**config.mk**
```make
export PLATFORM = sky130hd
export DESIGN_NAME = spiral_tiling_layout
export DESIGN_NICKNAME = d
export VERILOG_FILES = /design/src/hdl/stl_pkg.sv /design/src/hdl/stl_cfg_regs.sv /design/src/hdl/stl_split.sv /design/src/hdl/stl_cell.sv /design/src/hdl/spiral_tiling_layout.sv
export SDC_FILE = /design/constraint.sdc
export NUM_CORES = 1
export LEC_CHECK = 0
export ABC_AREA = 1
export ABC_CLOCK_PERIOD_IN_PS = 8100
export BUFFER_PORTS_ARGS = -buffer_cell sky130_fd_sc_hd__buf_2
export CORE_MARGIN = 4
export CORE_UTILIZATION = 55
export DETAILED_ROUTE_END_ITERATION = 7
export PLACE_DENSITY = 0.73
export SLEW_MARGIN = 0
export SYNTH_ARGS = -nofsm -noshare
export SYNTH_HDL_FRONTEND = slang
export SYNTH_HIERARCHICAL = 1
export SYNTH_SLANG_ARGS = --single-unit
```
**constraint.sdc**
```tcl
create_clock -name clk -period 8.1 [get_ports clk]
set_input_delay 0 -clock clk [delete_from_list [all_inputs] [get_ports clk]]
set_output_delay 0 -clock clk [all_outputs]
set_load 0.05 [all_outputs]
```
**src/hdl/stl_pkg.sv**
```systemverilog
// Shared types, constants and register codes of the spiral tiling layout.
`default_nettype none
package stl_pkg;

  localparam int COORD_BITS = 14;
  localparam int GAP_BITS   = 8;
  localparam int MIN_BITS   = 11;
  localparam int HALF_BITS  = GAP_BITS - 1;
  localparam int CFG_IDX_BITS  = 3;
  localparam int CFG_DATA_BITS = COORD_BITS;

  typedef logic [COORD_BITS-1:0] coord_t;

  typedef enum logic [CFG_IDX_BITS-1:0] {
    REG_SCREEN_WIDTH  = 3'd0,
    REG_SCREEN_HEIGHT = 3'd1,
    REG_GAP_SIZE      = 3'd2,
    REG_MIN_SIZE      = 3'd3,
    REG_SPIRAL_MODE   = 3'd4
  } cfg_reg_t;

  typedef enum logic [1:0] {
    DIR_LEFT   = 2'd0,
    DIR_TOP    = 2'd1,
    DIR_RIGHT  = 2'd2,
    DIR_BOTTOM = 2'd3
  } dir_t;

  localparam coord_t              RST_SCREEN_WIDTH  = COORD_BITS'(1920);
  localparam coord_t              RST_SCREEN_HEIGHT = COORD_BITS'(1080);
  localparam logic [GAP_BITS-1:0] RST_GAP_SIZE      = GAP_BITS'(8);
  localparam logic [MIN_BITS-1:0] RST_MIN_SIZE      = MIN_BITS'(32);

  typedef struct packed {
    coord_t              screen_width;
    coord_t              screen_height;
    logic [GAP_BITS-1:0] gap_size;
    logic [MIN_BITS-1:0] min_size;
    logic                spiral_mode;
  } cfg_t;

  typedef struct packed {
    logic   is_first;
    logic   is_last;
    coord_t client_width;
    coord_t client_height;
  } item_t;

  typedef struct packed {
    coord_t x;
    coord_t y;
    coord_t w;
    coord_t h;
  } rect_t;

  typedef struct packed {
    coord_t tile_x;
    coord_t tile_y;
    coord_t tile_w;
    coord_t tile_h;
    logic   needs_configure;
  } result_t;

endpackage
`default_nettype wire

```
**src/hdl/stl_cfg_regs.sv**
```systemverilog
// Configuration register file of the spiral tiling layout.
`default_nettype none
module stl_cfg_regs
  import stl_pkg::*;
(
  input  wire logic                     clk,
  input  wire logic                     rst,
  input  wire logic                     cfg_we,
  input  wire logic [CFG_IDX_BITS-1:0]  cfg_index,
  input  wire logic [CFG_DATA_BITS-1:0] cfg_data,
  output cfg_t                          cfg
);

  always_ff @(posedge clk) begin
    if (rst) begin
      cfg.screen_width  <= RST_SCREEN_WIDTH;
      cfg.screen_height <= RST_SCREEN_HEIGHT;
      cfg.gap_size      <= RST_GAP_SIZE;
      cfg.min_size      <= RST_MIN_SIZE;
      cfg.spiral_mode   <= 1'b1;
    end else if (cfg_we) begin
      unique case (cfg_reg_t'(cfg_index))
        REG_SCREEN_WIDTH:  cfg.screen_width  <= cfg_data[COORD_BITS-1:0];
        REG_SCREEN_HEIGHT: cfg.screen_height <= cfg_data[COORD_BITS-1:0];
        REG_GAP_SIZE:      cfg.gap_size      <= cfg_data[GAP_BITS-1:0];
        REG_MIN_SIZE:      cfg.min_size      <= cfg_data[MIN_BITS-1:0];
        REG_SPIRAL_MODE:   cfg.spiral_mode   <= cfg_data[0];
        default: ;
      endcase
    end
  end

endmodule
`default_nettype wire

```
**src/hdl/stl_split.sv**
```systemverilog
// Free rectangle state and the halving split that yields each window's cell.
`default_nettype none
module stl_split
  import stl_pkg::*;
(
  input  wire logic  clk,
  input  wire logic  rst,
  input  wire logic  advance,
  input  wire logic  is_first,
  input  wire logic  is_last,
  input  wire cfg_t  cfg,
  output rect_t      rect
);

  coord_t     free_x, free_y, free_w, free_h;
  logic [1:0] step_count;

  coord_t     free_x_next, free_y_next, free_w_next, free_h_next;
  coord_t     bx, by, bw, bh;
  logic [1:0] bstep;
  coord_t     half;
  coord_t     half_w, half_h;
  dir_t       dir;

  always_comb begin
    half = COORD_BITS'(cfg.gap_size >> 1);
    if (is_first) begin
      bx    = half;
      by    = half;
      bw    = (cfg.screen_width >= COORD_BITS'(cfg.gap_size))
              ? cfg.screen_width - COORD_BITS'(cfg.gap_size) : '0;
      bh    = (cfg.screen_height >= COORD_BITS'(cfg.gap_size))
              ? cfg.screen_height - COORD_BITS'(cfg.gap_size) : '0;
      bstep = 2'd0;
    end else begin
      bx    = free_x;
      by    = free_y;
      bw    = free_w;
      bh    = free_h;
      bstep = step_count;
    end
    half_w = bw >> 1;
    half_h = bh >> 1;
    dir    = cfg.spiral_mode ? dir_t'(bstep) : dir_t'({1'b0, bstep[0]});

    rect        = '{x: bx, y: by, w: bw, h: bh};
    free_x_next = bx;
    free_y_next = by;
    free_w_next = bw;
    free_h_next = bh;
    if (!is_last) begin
      unique case (dir)
        DIR_LEFT: begin
          rect.w      = half_w;
          free_x_next = bx + half_w;
          free_w_next = bw - half_w;
        end
        DIR_TOP: begin
          rect.h      = half_h;
          free_y_next = by + half_h;
          free_h_next = bh - half_h;
        end
        DIR_RIGHT: begin
          rect.w      = half_w;
          rect.x      = bx + (bw - half_w);
          free_w_next = bw - half_w;
        end
        DIR_BOTTOM: begin
          rect.h      = half_h;
          rect.y      = by + (bh - half_h);
          free_h_next = bh - half_h;
        end
        default: ;
      endcase
    end
  end

  always_ff @(posedge clk) begin
    if (rst) begin
      free_x     <= '0;
      free_y     <= '0;
      free_w     <= '0;
      free_h     <= '0;
      step_count <= 2'd0;
    end else if (advance) begin
      free_x     <= free_x_next;
      free_y     <= free_y_next;
      free_w     <= free_w_next;
      free_h     <= free_h_next;
      step_count <= bstep + 2'd1;
    end
  end

endmodule
`default_nettype wire

```
**src/hdl/stl_cell.sv**
```systemverilog
// Gap inset, minimum clamp, saturation and size compare of one tile.
`default_nettype none
module stl_cell
  import stl_pkg::*;
(
  input  wire rect_t  rect,
  input  wire cfg_t   cfg,
  input  wire coord_t client_width,
  input  wire coord_t client_height,
  output result_t     result
);

  localparam logic [COORD_BITS:0] CoordMax = {1'b0, {COORD_BITS{1'b1}}};

  logic [HALF_BITS-1:0] half;
  logic [COORD_BITS:0]  sum_x, sum_y;
  logic [COORD_BITS:0]  gap_w, gap_h;
  logic [COORD_BITS:0]  minimum;
  coord_t               w_out, h_out;

  always_comb begin
    half    = cfg.gap_size[GAP_BITS-1:1];
    sum_x   = {1'b0, rect.x} + (COORD_BITS+1)'(half);
    sum_y   = {1'b0, rect.y} + (COORD_BITS+1)'(half);
    minimum = (cfg.min_size == '0) ? (COORD_BITS+1)'(1) : (COORD_BITS+1)'(cfg.min_size);
    gap_w   = {1'b0, rect.w} - (COORD_BITS+1)'(cfg.gap_size);
    gap_h   = {1'b0, rect.h} - (COORD_BITS+1)'(cfg.gap_size);
    w_out   = (rect.w >= COORD_BITS'(cfg.gap_size) && gap_w >= minimum)
              ? gap_w[COORD_BITS-1:0] : minimum[COORD_BITS-1:0];
    h_out   = (rect.h >= COORD_BITS'(cfg.gap_size) && gap_h >= minimum)
              ? gap_h[COORD_BITS-1:0] : minimum[COORD_BITS-1:0];

    result.tile_x          = (sum_x > CoordMax) ? CoordMax[COORD_BITS-1:0]
                                                : sum_x[COORD_BITS-1:0];
    result.tile_y          = (sum_y > CoordMax) ? CoordMax[COORD_BITS-1:0]
                                                : sum_y[COORD_BITS-1:0];
    result.tile_w          = w_out;
    result.tile_h          = h_out;
    result.needs_configure = (client_width != w_out) || (client_height != h_out);
  end

endmodule
`default_nettype wire

```
**src/hdl/spiral_tiling_layout.sv**
```systemverilog
// Top level of the spiral tiling layout: input stage, layout logic, result stage.
// Usage:
//   Input channel in_valid/in_stall carries one window per transaction, in map
//   order, flagged is_first at the start of a pass and is_last for the window
//   that takes the remaining area. Output channel out_valid/out_stall returns
//   one tile per window: position, size and the needs_configure flag.
//   Configuration via cfg_we/cfg_index/cfg_data is one register per write; the
//   user writes only while no transaction is in flight, unchecked by the block.
// Timing:
//   A transaction lands in the input register, and once the result stage is
//   ready the split and inset logic loads its tile into the result register
//   and raises out_valid. One transaction is accepted every cycle while the
//   result is not stalled; the free rectangle registers update on each advance.
// Reset:
//   rst clears both stages and the free rectangle and loads the register
//   defaults (1920x1080 screen, gap 8, minimum 32, spiral mode).
// Stall:
//   A stalled result holds; in_stall follows out_stall in the same cycle while
//   the input register is occupied and out_valid high; an empty one accepts.
`default_nettype none
module spiral_tiling_layout
  import stl_pkg::*;
(
  input  wire logic                     clk,
  input  wire logic                     rst,
  input  wire logic                     cfg_we,
  input  wire logic [CFG_IDX_BITS-1:0]  cfg_index,
  input  wire logic [CFG_DATA_BITS-1:0] cfg_data,
  input  wire logic                     in_valid,
  output logic                          in_stall,
  input  wire logic                     is_first,
  input  wire logic                     is_last,
  input  wire logic [COORD_BITS-1:0]    client_width,
  input  wire logic [COORD_BITS-1:0]    client_height,
  output logic                          out_valid,
  input  wire logic                     out_stall,
  output logic [COORD_BITS-1:0]         tile_x,
  output logic [COORD_BITS-1:0]         tile_y,
  output logic [COORD_BITS-1:0]         tile_w,
  output logic [COORD_BITS-1:0]         tile_h,
  output logic                          needs_configure
);

  cfg_t    cfg;
  item_t   item;
  logic    item_valid;
  rect_t   rect;
  result_t result_next;
  result_t result;
  logic    res_ready;
  logic    advance;

  assign res_ready = !out_valid || !out_stall;
  assign advance   = item_valid && res_ready;
  assign in_stall  = item_valid && !res_ready;

  stl_cfg_regs u_cfg (
    .clk       (clk),
    .rst       (rst),
    .cfg_we    (cfg_we),
    .cfg_index (cfg_index),
    .cfg_data  (cfg_data),
    .cfg       (cfg)
  );

  always_ff @(posedge clk) begin
    if (rst) begin
      item_valid <= 1'b0;
    end else if (!in_stall) begin
      item_valid <= in_valid;
    end
  end

  always_ff @(posedge clk) begin
    if (in_valid && !in_stall) begin
      item <= '{is_first: is_first, is_last: is_last,
                client_width: client_width, client_height: client_height};
    end
  end

  stl_split u_split (
    .clk      (clk),
    .rst      (rst),
    .advance  (advance),
    .is_first (item.is_first),
    .is_last  (item.is_last),
    .cfg      (cfg),
    .rect     (rect)
  );

  stl_cell u_cell (
    .rect          (rect),
    .cfg           (cfg),
    .client_width  (item.client_width),
    .client_height (item.client_height),
    .result        (result_next)
  );

  always_ff @(posedge clk) begin
    if (rst) begin
      out_valid <= 1'b0;
    end else if (res_ready) begin
      out_valid <= item_valid;
    end
  end

  always_ff @(posedge clk) begin
    if (advance) begin
      result <= result_next;
    end
  end

  assign tile_x          = result.tile_x;
  assign tile_y          = result.tile_y;
  assign tile_w          = result.tile_w;
  assign tile_h          = result.tile_h;
  assign needs_configure = result.needs_configure;

endmodule
`default_nettype wire
```
Yosys cells after proc, flatten, opt, wreduce, memory -nomap -nowiden
Cells that the tools add are included.
{"block": "totals", "reg_bits": 195, "latchBits": 0, "romBits": 0, "memories": 0, "ram_bits": 0, "inputBits": 52, "out_inout_bits": 59, "word_cells": 96}
{"block": "classes", "mux": 24, "add_sub_neg": 13, "bitwise_logic": 0, "n_eq_ne": 9, "multipliers": 0, "n_lt_le_gt_ge": 8, "shift": 0, "reduce_logical": 21, "div_mod_pow": 0}
{"op": "$mux W14", "count": 20}
{"op": "$ge A14 B8 Y1", "count": 4}
{"op": "$mux W56", "count": 1}
{"op": "$add A14 B7 Y15", "count": 2}
{"op": "$ge A15 B15 Y1", "count": 2}
{"op": "$gt A15 B14 Y1 const B", "count": 2}
{"op": "$sub A14 B8 Y15", "count": 2}
{"op": "$add A14 B13 Y14", "count": 2}
{"op": "$add A14 B14 Y14", "count": 2}
{"op": "$ne A14 B14 Y1", "count": 2}
{"op": "$sub A14 B13 Y14", "count": 2}
{"op": "$sub A14 B8 Y14", "count": 2}
{"op": "$logic_not A11 Y1", "count": 1}
{"op": "$mux W11", "count": 1}
{"op": "$reduce_and A2 Y1", "count": 5}
{"op": "$eq A3 B2 Y1 const B", "count": 2}
{"op": "$logic_and A1 B1 Y1", "count": 5}
{"op": "$eq A2 B2 Y1 const B", "count": 2}
{"op": "$logic_not A1 Y1", "count": 4}
{"op": "$mux W2", "count": 2}
{"op": "$reduce_or A2 Y1", "count": 2}
{"op": "$eq A3 B1 Y1 const B", "count": 1}
{"op": "$eq A3 B3 Y1 const B", "count": 1}
{"op": "$logic_not A3 Y1", "count": 1}
{"op": "other kinds (4)", "count": 5}

Depth between registers and ports, before layout
Gate-level depths: netlist of run 1.
{"block": "depth", "depth_word": 13, "ltp_mapped": 45, "ltp_nobuf": 45}

Cells and area by module
The synthesis of run 1 kept the hierarchy.
{"module": "stl_split", "area_per_inst_um2": 8546.9, "instances": 1, "seq_area_each_um2": 1161.1, "cells_each": 1416}
{"module": "stl_cell", "area_per_inst_um2": 3786.1, "instances": 1, "seq_area_each_um2": 0.0, "cells_each": 679}
{"module": "spiral_tiling_layout", "area_per_inst_um2": 2703.8, "instances": 1, "seq_area_each_um2": 2652.5, "cells_each": 99}
{"module": "stl_cfg_regs", "area_per_inst_um2": 1944.4, "instances": 1, "seq_area_each_um2": 960.9, "cells_each": 280}

Least setup slack after synthesis of run 1
Ideal clock, no wire load.
{"block": "synth_timing", "path_type": "register -> register", "from": "register, netlist name u_cfg/cfg[13]", "to": "register result (netlist bit tile_x[13]), data pin", "stages_incl_launch_ff": 34, "t_arrival_ps": 5220, "setup_slack_ps": 2613, "path_cell_list": "dfxtp_1 -> inv_1 -> ha_1 -> nand2_1 -> nor2_1 -> nand2_1 -> nor2_1 -> nor2_2 -> nand2_4 -> nand2_4 -> o21ai_0 -> inv_1 -> ha_1 -> fa_1 -> o31ai_1 -> a21oi_1 -> o21ai_0 -> xor2_1 -> inv_1 -> ha_1 -> a21oi_1 -> o21ai_0 -> a21oi_1 -> nand2_1 -> or2_2 -> nand2_1 -> nand3_1 -> nand2_1 -> a21oi_1 -> inv_1 -> nor2_1 -> nand2_1 -> clkbuf_1 -> nand3_1"}
{"item": "to (signal assigned)", "line_no": "spiral_tiling_layout.sv:109", "source": "result <= result_next;"}
{"item": "to (decl)", "line_no": "spiral_tiling_layout.sv:49", "source": "result_t result;"}

==> results of run 1 <==
[layer usage]
metal / vias up / part of all wire / GRT usage
met5: - / 0 / 0
met4: 0 / 0.032 / 0.1012
met3: 100 / 0.065 / 0.04096
met2: 634 / 0.46 / 0.4811
met1: 7793 / 0.45 / 0.4065
li1: 8387 / - / -
[per-stage QoR]
stage | instance area, um2 | setup slack (ps) | hold slack [ps]
final | 18930 | 1384 | 26.04
after global placement | 17840 | 1621 | 176.1
after floorplan | 16980 | 2613 | 62.44
after global routing | 18930 | 820.6 | 28.03
after CTS | 18930 | 1516 | 0.4816
after detailed placement | 17840 | 1551 | 178.5
[cell type report]
type | instances | share of cell area
Clock inverter | 11 | 0.006610
Timing Repair Buffer | 178 | 0.06280
Clock buffer | 21 | 0.02380
Inverter | 384 | 0.07655
Multi-Input combinational cell | 1833 | 0.5518
Tap cell | 396 | 0.02618
Sequential cell | 195 | 0.2522
[timing repair]
item | 4_1_cts | 5_1_grt
setup buffers | 0 | 0
endpoints found under the hold margin | 78 | 0
hold buffers | 51 | 0
[registers in the layout, indices dropped and copies added (netlist names)]
name and cells:
out_valid 1, u_split/free_h 14, u_split/free_x 14, u_split/step_count 2, tile_h 14, item 30
tile_y 14, tile_w 14, u_cfg/cfg 48, item_valid 1, tile_x 14, u_split/free_y 14
needs_configure 1, u_split/free_w 14
[worst max-delay path by stage]
stage	slack (ps)	cells past startpoint	endpoint	startpoint
floorplan	2610	33	tile_x[13]$_DFFE_PP_	u_cfg/cfg[13]$_SDFFE_PP0P_
global placement	1620	35	needs_configure$_DFFE_PP_	u_cfg/cfg[13]$_SDFFE_PP0P_
detailed placement	1550	38	needs_configure$_DFFE_PP_	u_cfg/cfg[13]$_SDFFE_PP0P_
CTS	1520	38	needs_configure$_DFFE_PP_	u_cfg/cfg[13]$_SDFFE_PP0P_
global route	820	36	needs_configure$_DFFE_PP_	u_cfg/cfg[13]$_SDFFE_PP0P_
finish	1380	38	needs_configure$_DFFE_PP_	u_cfg/cfg[13]$_SDFFE_PP0P_
[power by group through the flow]
stage               clock network (W)  registers, W  logic (W)
floorplan                           0       0.00128    0.00135
global route                 0.000917       0.00116    0.00212
CTS                          0.000875       0.00115    0.00188
detailed placement                  0       0.00117    0.00185
finish                       0.000861       0.00115    0.00191
global placement                    0       0.00117    0.00182
[layout by cell type, fill, tap and decap left out, types with 5 or more instances in the layout]
cell type,Yosys,final
nand2_1,594,594
inv_1,360,360
nor2_1,219,219
a21oi_1,199,198
nand3_1,188,188
ha_1,147,147
o21ai_0,123,123
buf_2,16,110
dfxtp_1,108,108
edfxtp_1,87,87
xor2_1,57,57
dlygate4sd3_1,0,51
xnor2_1,32,32
o21ai_1,24,24
nand2_2,22,22
nand4_1,20,20
inv_2,19,19
o211ai_1,19,19
clkbuf_16,0,17
buf_4,5,17
o21bai_1,15,15
a31oi_1,13,13
o21ai_2,13,13
nand3_2,12,12
nor3_1,12,12
nor2_2,12,12
nand3b_1,12,12
fa_1,12,12
a21o_1,11,11
nand2_4,9,9
a221oi_1,7,7
o22ai_1,6,6
or2_2,6,6
o31ai_1,5,5
[critical path: cells and delay by family, from the launching register on]
kind	cells	cell delay, ps
and+or+nand+nor	25	2430
AOI/OAI and AO/OA	4	1220
adders and majority gates	3	1090
buffers and inverters	5	720
DFF	1	690
xor gates and xnor gates	1	300
[cells by family (layout without fill, tap and decap cells)]
kind of cell | after synthesis | after routing
AOI/OAI and AO/OA | 459 | 459
xor gates and xnor gates | 89 | 89
adders and majority gates | 159 | 159
buffers and inverters | 446 | 594
DFF | 195 | 195
and+or+nand+nor | 1126 | 1126
==> results.tsv, run 1 <==
stage	metric	value	unit
clocking	insertion_delay	460	ps
clocking	clock-root-buffer	clkbuf_16	
clocking	ctsResizeCount	0	
logic_synthesis	yosys_warnings	6	
clocking	clk_pin_slew	70	ps
logic_synthesis	synth.most_common_cell	nand2_1	
setup_path	arrival	6920	ps
sta	timing.final.crit_period	6716	ps
setup_path	cp-end-kind	flop	
drt	wirelength	50680	um
setup_path	r2r_setup_slack	1380	ps
sta	fin_setup_tns	0	ps
drt	via_count	16910	
floorplanning	io_pins	111	
logic_synthesis	yosysSeqAreaShare	0.2812	
logic_synthesis	yosysUniqueCellTypes	66	
setup_path	start_kind	flop	
logic_synthesis	yosysTopAreaCell	edfxtp_1	
worst_hold_path	min_from	cfg_index[1]	
final_layout	area_delta_synth_final	11.47	%
sta	setup_viol	0	
sta	max_freq	148.9	MHz
setup_path	path_common_cell	nand2_1	
drt	first_iter_violations	1556	
floorplanning	rows	64	
clocking	cts_tree	done	
drt	via_per_inst	5.604	
final_layout	instances_no_fill	3018	
setup_path	critPathKind	reg2reg	
global_routing	first_global_vias	15690	
flow_run	drv_cap	0	
logic_synthesis	synth_seq_cells	195	
drt	wire_per_inst	16.79	um
floorplanning	die_area	33750	um2
clocking	clock_path_buffers	2	
final_layout	diodes	0	
final_layout	post-route-util	0.6204	
global_routing	track_usage	0.2957	
worst_hold_path	whs_path_depth	5	
floorplanning	chipWidth	183.7	um
placed_design	routabilityCongestion	0.9741	
sta	maxSlewViolCount	0	
setup_path	slowest_stage	dfxtp_1	
sta	tightest_slew	932.3	ps
logic_synthesis	yosys.area_share.adder	0.1225	
logic_synthesis	synthesis.nets	2685	
clocking	numClockSinks	195	
setup_path	slowest_delay	690	ps
logic_synthesis	synthSimpleGateAreaFrac	0.2920	
placed_design	dp_hpwl	38950	um
power_and_ir_drop	switching_power	0.001712	W
sta	rsz0062_at_grt	false	
worst_hold_path	min_to	u_cfg/cfg[15]$_SDFFE_PP1P_	
power_and_ir_drop	p_comb_frac	0.488	
power_and_ir_drop	p_clk_frac	0.219	
final_layout	fillers	2860	
drt	drc_errors	0	
logic_synthesis	avgSynthCellArea	6.864	um2
setup_path	worstPathRequired	8300	ps
floorplanning	initial_core_util	0.5566	
logic_synthesis	synth_commonest_cells	nand2_1, inv_1, nor2_1	
logic_synthesis	synthTopCellsByArea	edfxtp_1, nand2_1, dfxtp_1	
clocking	numCtsBuffers	17	
logic_synthesis	synth_top_family_by_area	simple AND/OR/NAND/NOR gates	
logic_synthesis	yosys.area_share.xor_xnor	0.04590	
global_routing	overflow	0	
global_routing	antenna_found_initial	0	
power_and_ir_drop	pwr-share-seq	0.293	
logic_synthesis	synth_top_area_share	0.1538	
setup_path	crit-reg2reg-capture	needs_configure$_DFFE_PP_	
clocking	cts_htree_levels	4	
power_and_ir_drop	p_int	0.002215	W
drt	dr.pass1.iters	6	
power_and_ir_drop	powerDensity	207.5	nW/um2
sta	timing.slew.headroom	0.3778	
placed_design	port_buffers	110	
final_layout	finalNetCount	2820	
power_and_ir_drop	p_leak	9.406	nW
logic_synthesis	synth_compound_area_frac	0.1541	
power_and_ir_drop	sw_frac_of_total	0.4359	
worst_hold_path	hp-class	in2reg	
logic_synthesis	synthCells	2474	
power_and_ir_drop	fin_total_pwr	0.003927	W
sta	fin_crit_sh	0.8292	
logic_synthesis	synth_ff_type	dfxtp_1	
power_and_ir_drop	ir_worst_vdd	0.1768	mV
logic_synthesis	synthMuxAreaShare	0	
setup_path	cp_max_fo	19	
final_layout	seqCellArea	4775	um2
run_status	status	finished clean	
final_layout	drive_above_1_share	0.1037	
setup_path	reg2reg_depth	38	
placed_design	dpl.cell_count	2935	
setup_path	rr_startpoint	u_cfg/cfg[13]$_SDFFE_PP0P_	
global_routing	grt_start_max_net_pins	71	
logic_synthesis	async_flop_share	0	
logic_synthesis	synth_edf_count	87	
sta	finClkSkew	15.06	ps
drt	postRouteAntennaNets	0	
logic_synthesis	netlist_area	16980	um2
floorplanning	coreArea	30510	um2
final_layout	multiInputGateArea	10450	um2
floorplanning	die_h	183.7	um
global_routing	grt_pass1_wl	80300	um
sta	hold_viol	0	
Note: power is estimated with default switching activity, not from simulation.
==> run 2: changes to the inputs <==
--- a/config.mk
+++ b/config.mk
@@ -6,12 +6,12 @@
 export NUM_CORES = 1
 export LEC_CHECK = 0
 export ABC_AREA = 1
-export ABC_CLOCK_PERIOD_IN_PS = 8100
+export ABC_CLOCK_PERIOD_IN_PS = 5600
 export BUFFER_PORTS_ARGS = -buffer_cell sky130_fd_sc_hd__buf_2
 export CORE_MARGIN = 4
 export CORE_UTILIZATION = 55
 export DETAILED_ROUTE_END_ITERATION = 7
-export PLACE_DENSITY = 0.73
+export PLACE_DENSITY = 0.76
 export SLEW_MARGIN = 0
 export SYNTH_ARGS = -nofsm -noshare
 export SYNTH_HDL_FRONTEND = slang
==> constraint.sdc (replaced) <==
create_clock -name clk -period 5.6 [get_ports clk]
set_input_delay 0 -clock clk [delete_from_list [all_inputs] [get_ports clk]]
set_output_delay 0 -clock clk [all_outputs]
set_load 0.05 [all_outputs]
==> run 2 against run 1 <==
- critical path depth is 2 lower
- largest cell class unchanged
- total power is 61% higher
- clock skew is 5.2 ps higher
- register-to-register slack worse by 1300 ps
==> results.tsv, run 2 (synthesis gave the netlist of run 1 again) <==
stage	metric	value	unit	change
setup_path	critPathKind	reg2reg		
power_and_ir_drop	p_int	0.003514	W	+59%
worst_hold_path	hp-class	in2reg		
placed_design	dpl.cell_count	2994		+2.0%
setup_path	critPathBufInv	7		+2
power_and_ir_drop	sw_frac_of_total	0.4438		+0.007850
placed_design	routabilityCongestion	0.9507		-2.4%
sta	maxSlewViolCount	0		unchanged
floorplanning	coreArea	30510	um2	unchanged
setup_path	cp_max_fo	11		-8
setup_path	slowest_delay	370	ps	-320 ps
final_layout	layout_commonest_cell	nand2_1		
power_and_ir_drop	p_comb_frac	0.540		+0.052
flow_run	drv_cap	0		unchanged
sta	timing.final.crit_period	5483	ps	-1233 ps
clocking	numCtsBuffers	17		unchanged
clocking	clock_path_buffers	2		unchanged
global_routing	antenna_found_initial	0		unchanged
drt	wirelength	54600	um	+7.7%
power_and_ir_drop	pwr-share-seq	0.264		-0.029
clocking	cts_htree_levels	4		unchanged
sta	max_freq	182.4	MHz	+22%
power_and_ir_drop	p_leak	10.12	nW	+7.6%
sta	tightest_slew	931.9	ps	-0.3715 ps
sta	timing.slew.headroom	0.3764		-0.001363
final_layout	seqCellArea	4782	um2	+0.16%
drt	wire_per_inst	17.44	um	+3.9%
clocking	cts_tree	done		
floorplanning	io_pins	111		unchanged
final_layout	largest_reg_flops	48		unchanged
global_routing	track_usage	0.3005		+0.004787
floorplanning	initial_core_util	0.5566		unchanged
final_layout	top_regs	u_cfg/cfg (48), item (30)		
global_routing	overflow	0		unchanged
clocking	clock-root-buffer	clkbuf_16		
final_layout	instances_no_fill	3130		+3.7%
clocking	numClockSinks	195		unchanged
final_layout	multiInputGateArea	11650	um2	+12%
global_routing	grt_pass1_wl	81620	um	+1.6%
final_layout	finalNetCount	2932		+4.0%
setup_path	r2r_setup_slack	120	ps	-1270 ps
power_and_ir_drop	p_clk_frac	0.196		-0.023
setup_path	path_common_cell	nand2_1		
global_routing	first_global_vias	15850		+1.0%
sta	hold_viol	0		unchanged
placed_design	port_buffers	110		unchanged
setup_path	start_kind	flop		
final_layout	diodes	0		unchanged
setup_path	worstPathRequired	5910	ps	-2390 ps
setup_path	slowest_stage	dfxtp_4		
final_layout	post-route-util	0.6873		+0.06685
setup_path	cp-end-kind	flop		
floorplanning	rows	64		unchanged
final_layout	fillers	2586		-9.6%
sta	worst_slack	116.6	ps	-1267 ps
final_layout	regMostFlops	u_cfg/cfg		
final_layout	layout_common_cells	nand2_1, inv_1, nor2_1		
placed_design	dp_hpwl	39930	um	+2.5%
floorplanning	chipWidth	183.7	um	unchanged
drt	postRouteAntennaNets	0		unchanged
setup_path	arrival	5790	ps	-1130 ps
power_and_ir_drop	ir_worst_vdd	0.2468	mV	+40%
sta	fin_crit_sh	0.9792		+0.1500
final_layout	area_delta_synth_final	23.47	%	
drt	via_count	17550		+3.8%
power_and_ir_drop	fin_total_pwr	0.006317	W	+61%
sta	hold_ws	21.41	ps	-4.631 ps
clocking	insertion_delay	470	ps	about the same
run_status	status	finished clean		
drt	first_iter_violations	1486		-4.5%
final_layout	drive_above_1_share	0.2136		+0.1099
clocking	clk_pin_slew	80	ps	about the same
power_and_ir_drop	switching_power	0.002803	W	+64%
floorplanning	die_h	183.7	um	unchanged
sta	finClkSkew	20.27	ps	+5.216 ps
drt	via_per_inst	5.607		about the same
placed_design	post-place-ws	-186.0	ps	-1737 ps
drt	drc_errors	0		unchanged
global_routing	grt_start_max_net_pins	62		-13%
drt	dr.pass1.iters	6		unchanged
setup_path	cp_top_family	adder cells		
floorplanning	die_area	33750	um2	unchanged
sta	setup_viol	0		unchanged
power_and_ir_drop	powerDensity	301.3	nW/um2	+45%
-- run 2: cell types whose count changed in the layout (fill, tap and decap cells not counted), sizes merged --
cell	change
clkbuf	-2
clkinv	+4
inv	+1
buf	+109
clkinvlp	-1
bufinv	-2
nand2	+3
-- run 2: power by group through the flow --
stage               Clock, W  Sequential (W)  Combinational (W)
finish               0.00124         0.00167            0.00341
CTS                  0.00124         0.00166            0.00283
global route         0.00131         0.00167            0.00372
detailed placement         0         0.00170            0.00275
global placement           0         0.00169            0.00270
floorplan                  0         0.00185            0.00195
-- run 2: final timing paths --
check | startpoint | endpoint | cells after the start
min | cfg_we | u_cfg/cfg[6]$_SDFFE_PP1P_ | 4
max reg2reg | u_cfg/cfg[12]$_SDFFE_PP0P_ | tile_y[5]$_DFFE_PP_ | 36
min reg2reg | u_split/free_w[12]$_SDFFE_PP0P_ | u_split/free_w[12]$_SDFFE_PP0P_ | 2
max | u_cfg/cfg[12]$_SDFFE_PP0P_ | tile_y[5]$_DFFE_PP_ | 36
-- run 2: layout make-up --
cell class,instances,area share
Clock buffer,19,0.02112
Tap cell,396,0.02363
Timing Repair Buffer,287,0.09667
Sequential cell,195,0.2281
Clock inverter,13,0.005669
Inverter,384,0.06940
Multi-Input combinational cell,1836,0.5554
-- run 2: worst min-delay path, delay by kind of cell --
family	cells	cell delay, ps
simple gates	2	230
buf+inv	1	130
compound gates	1	100
-- run 2: through the flow --
step,setup TNS (ps),cell area [um2]
3_5_place_dp,-1730,18290
3_3_place_gp,-67.30,18290
6_report,0,20970
5_1_grt,-1643,20970
2_1_floorplan,0,16980
4_1_cts,0,19450
-- run 2: layer usage --
layer  track usage  routed length [um]  part of all wire
met1        0.3950               22960              0.42
met2        0.4935               25930              0.47
met3       0.06925                4098             0.075
met4       0.09524                1602             0.029
met5             0                   0                 0
-- run 2: what timing repair did --
item,CTS,global route
pin swaps,1,72
gates cloned,1,2
resized for setup,16,243
endpoints found under the hold margin,80,0
buffers inserted,2,48
hold buffers,51,0
endpoints found under the setup margin,28,30
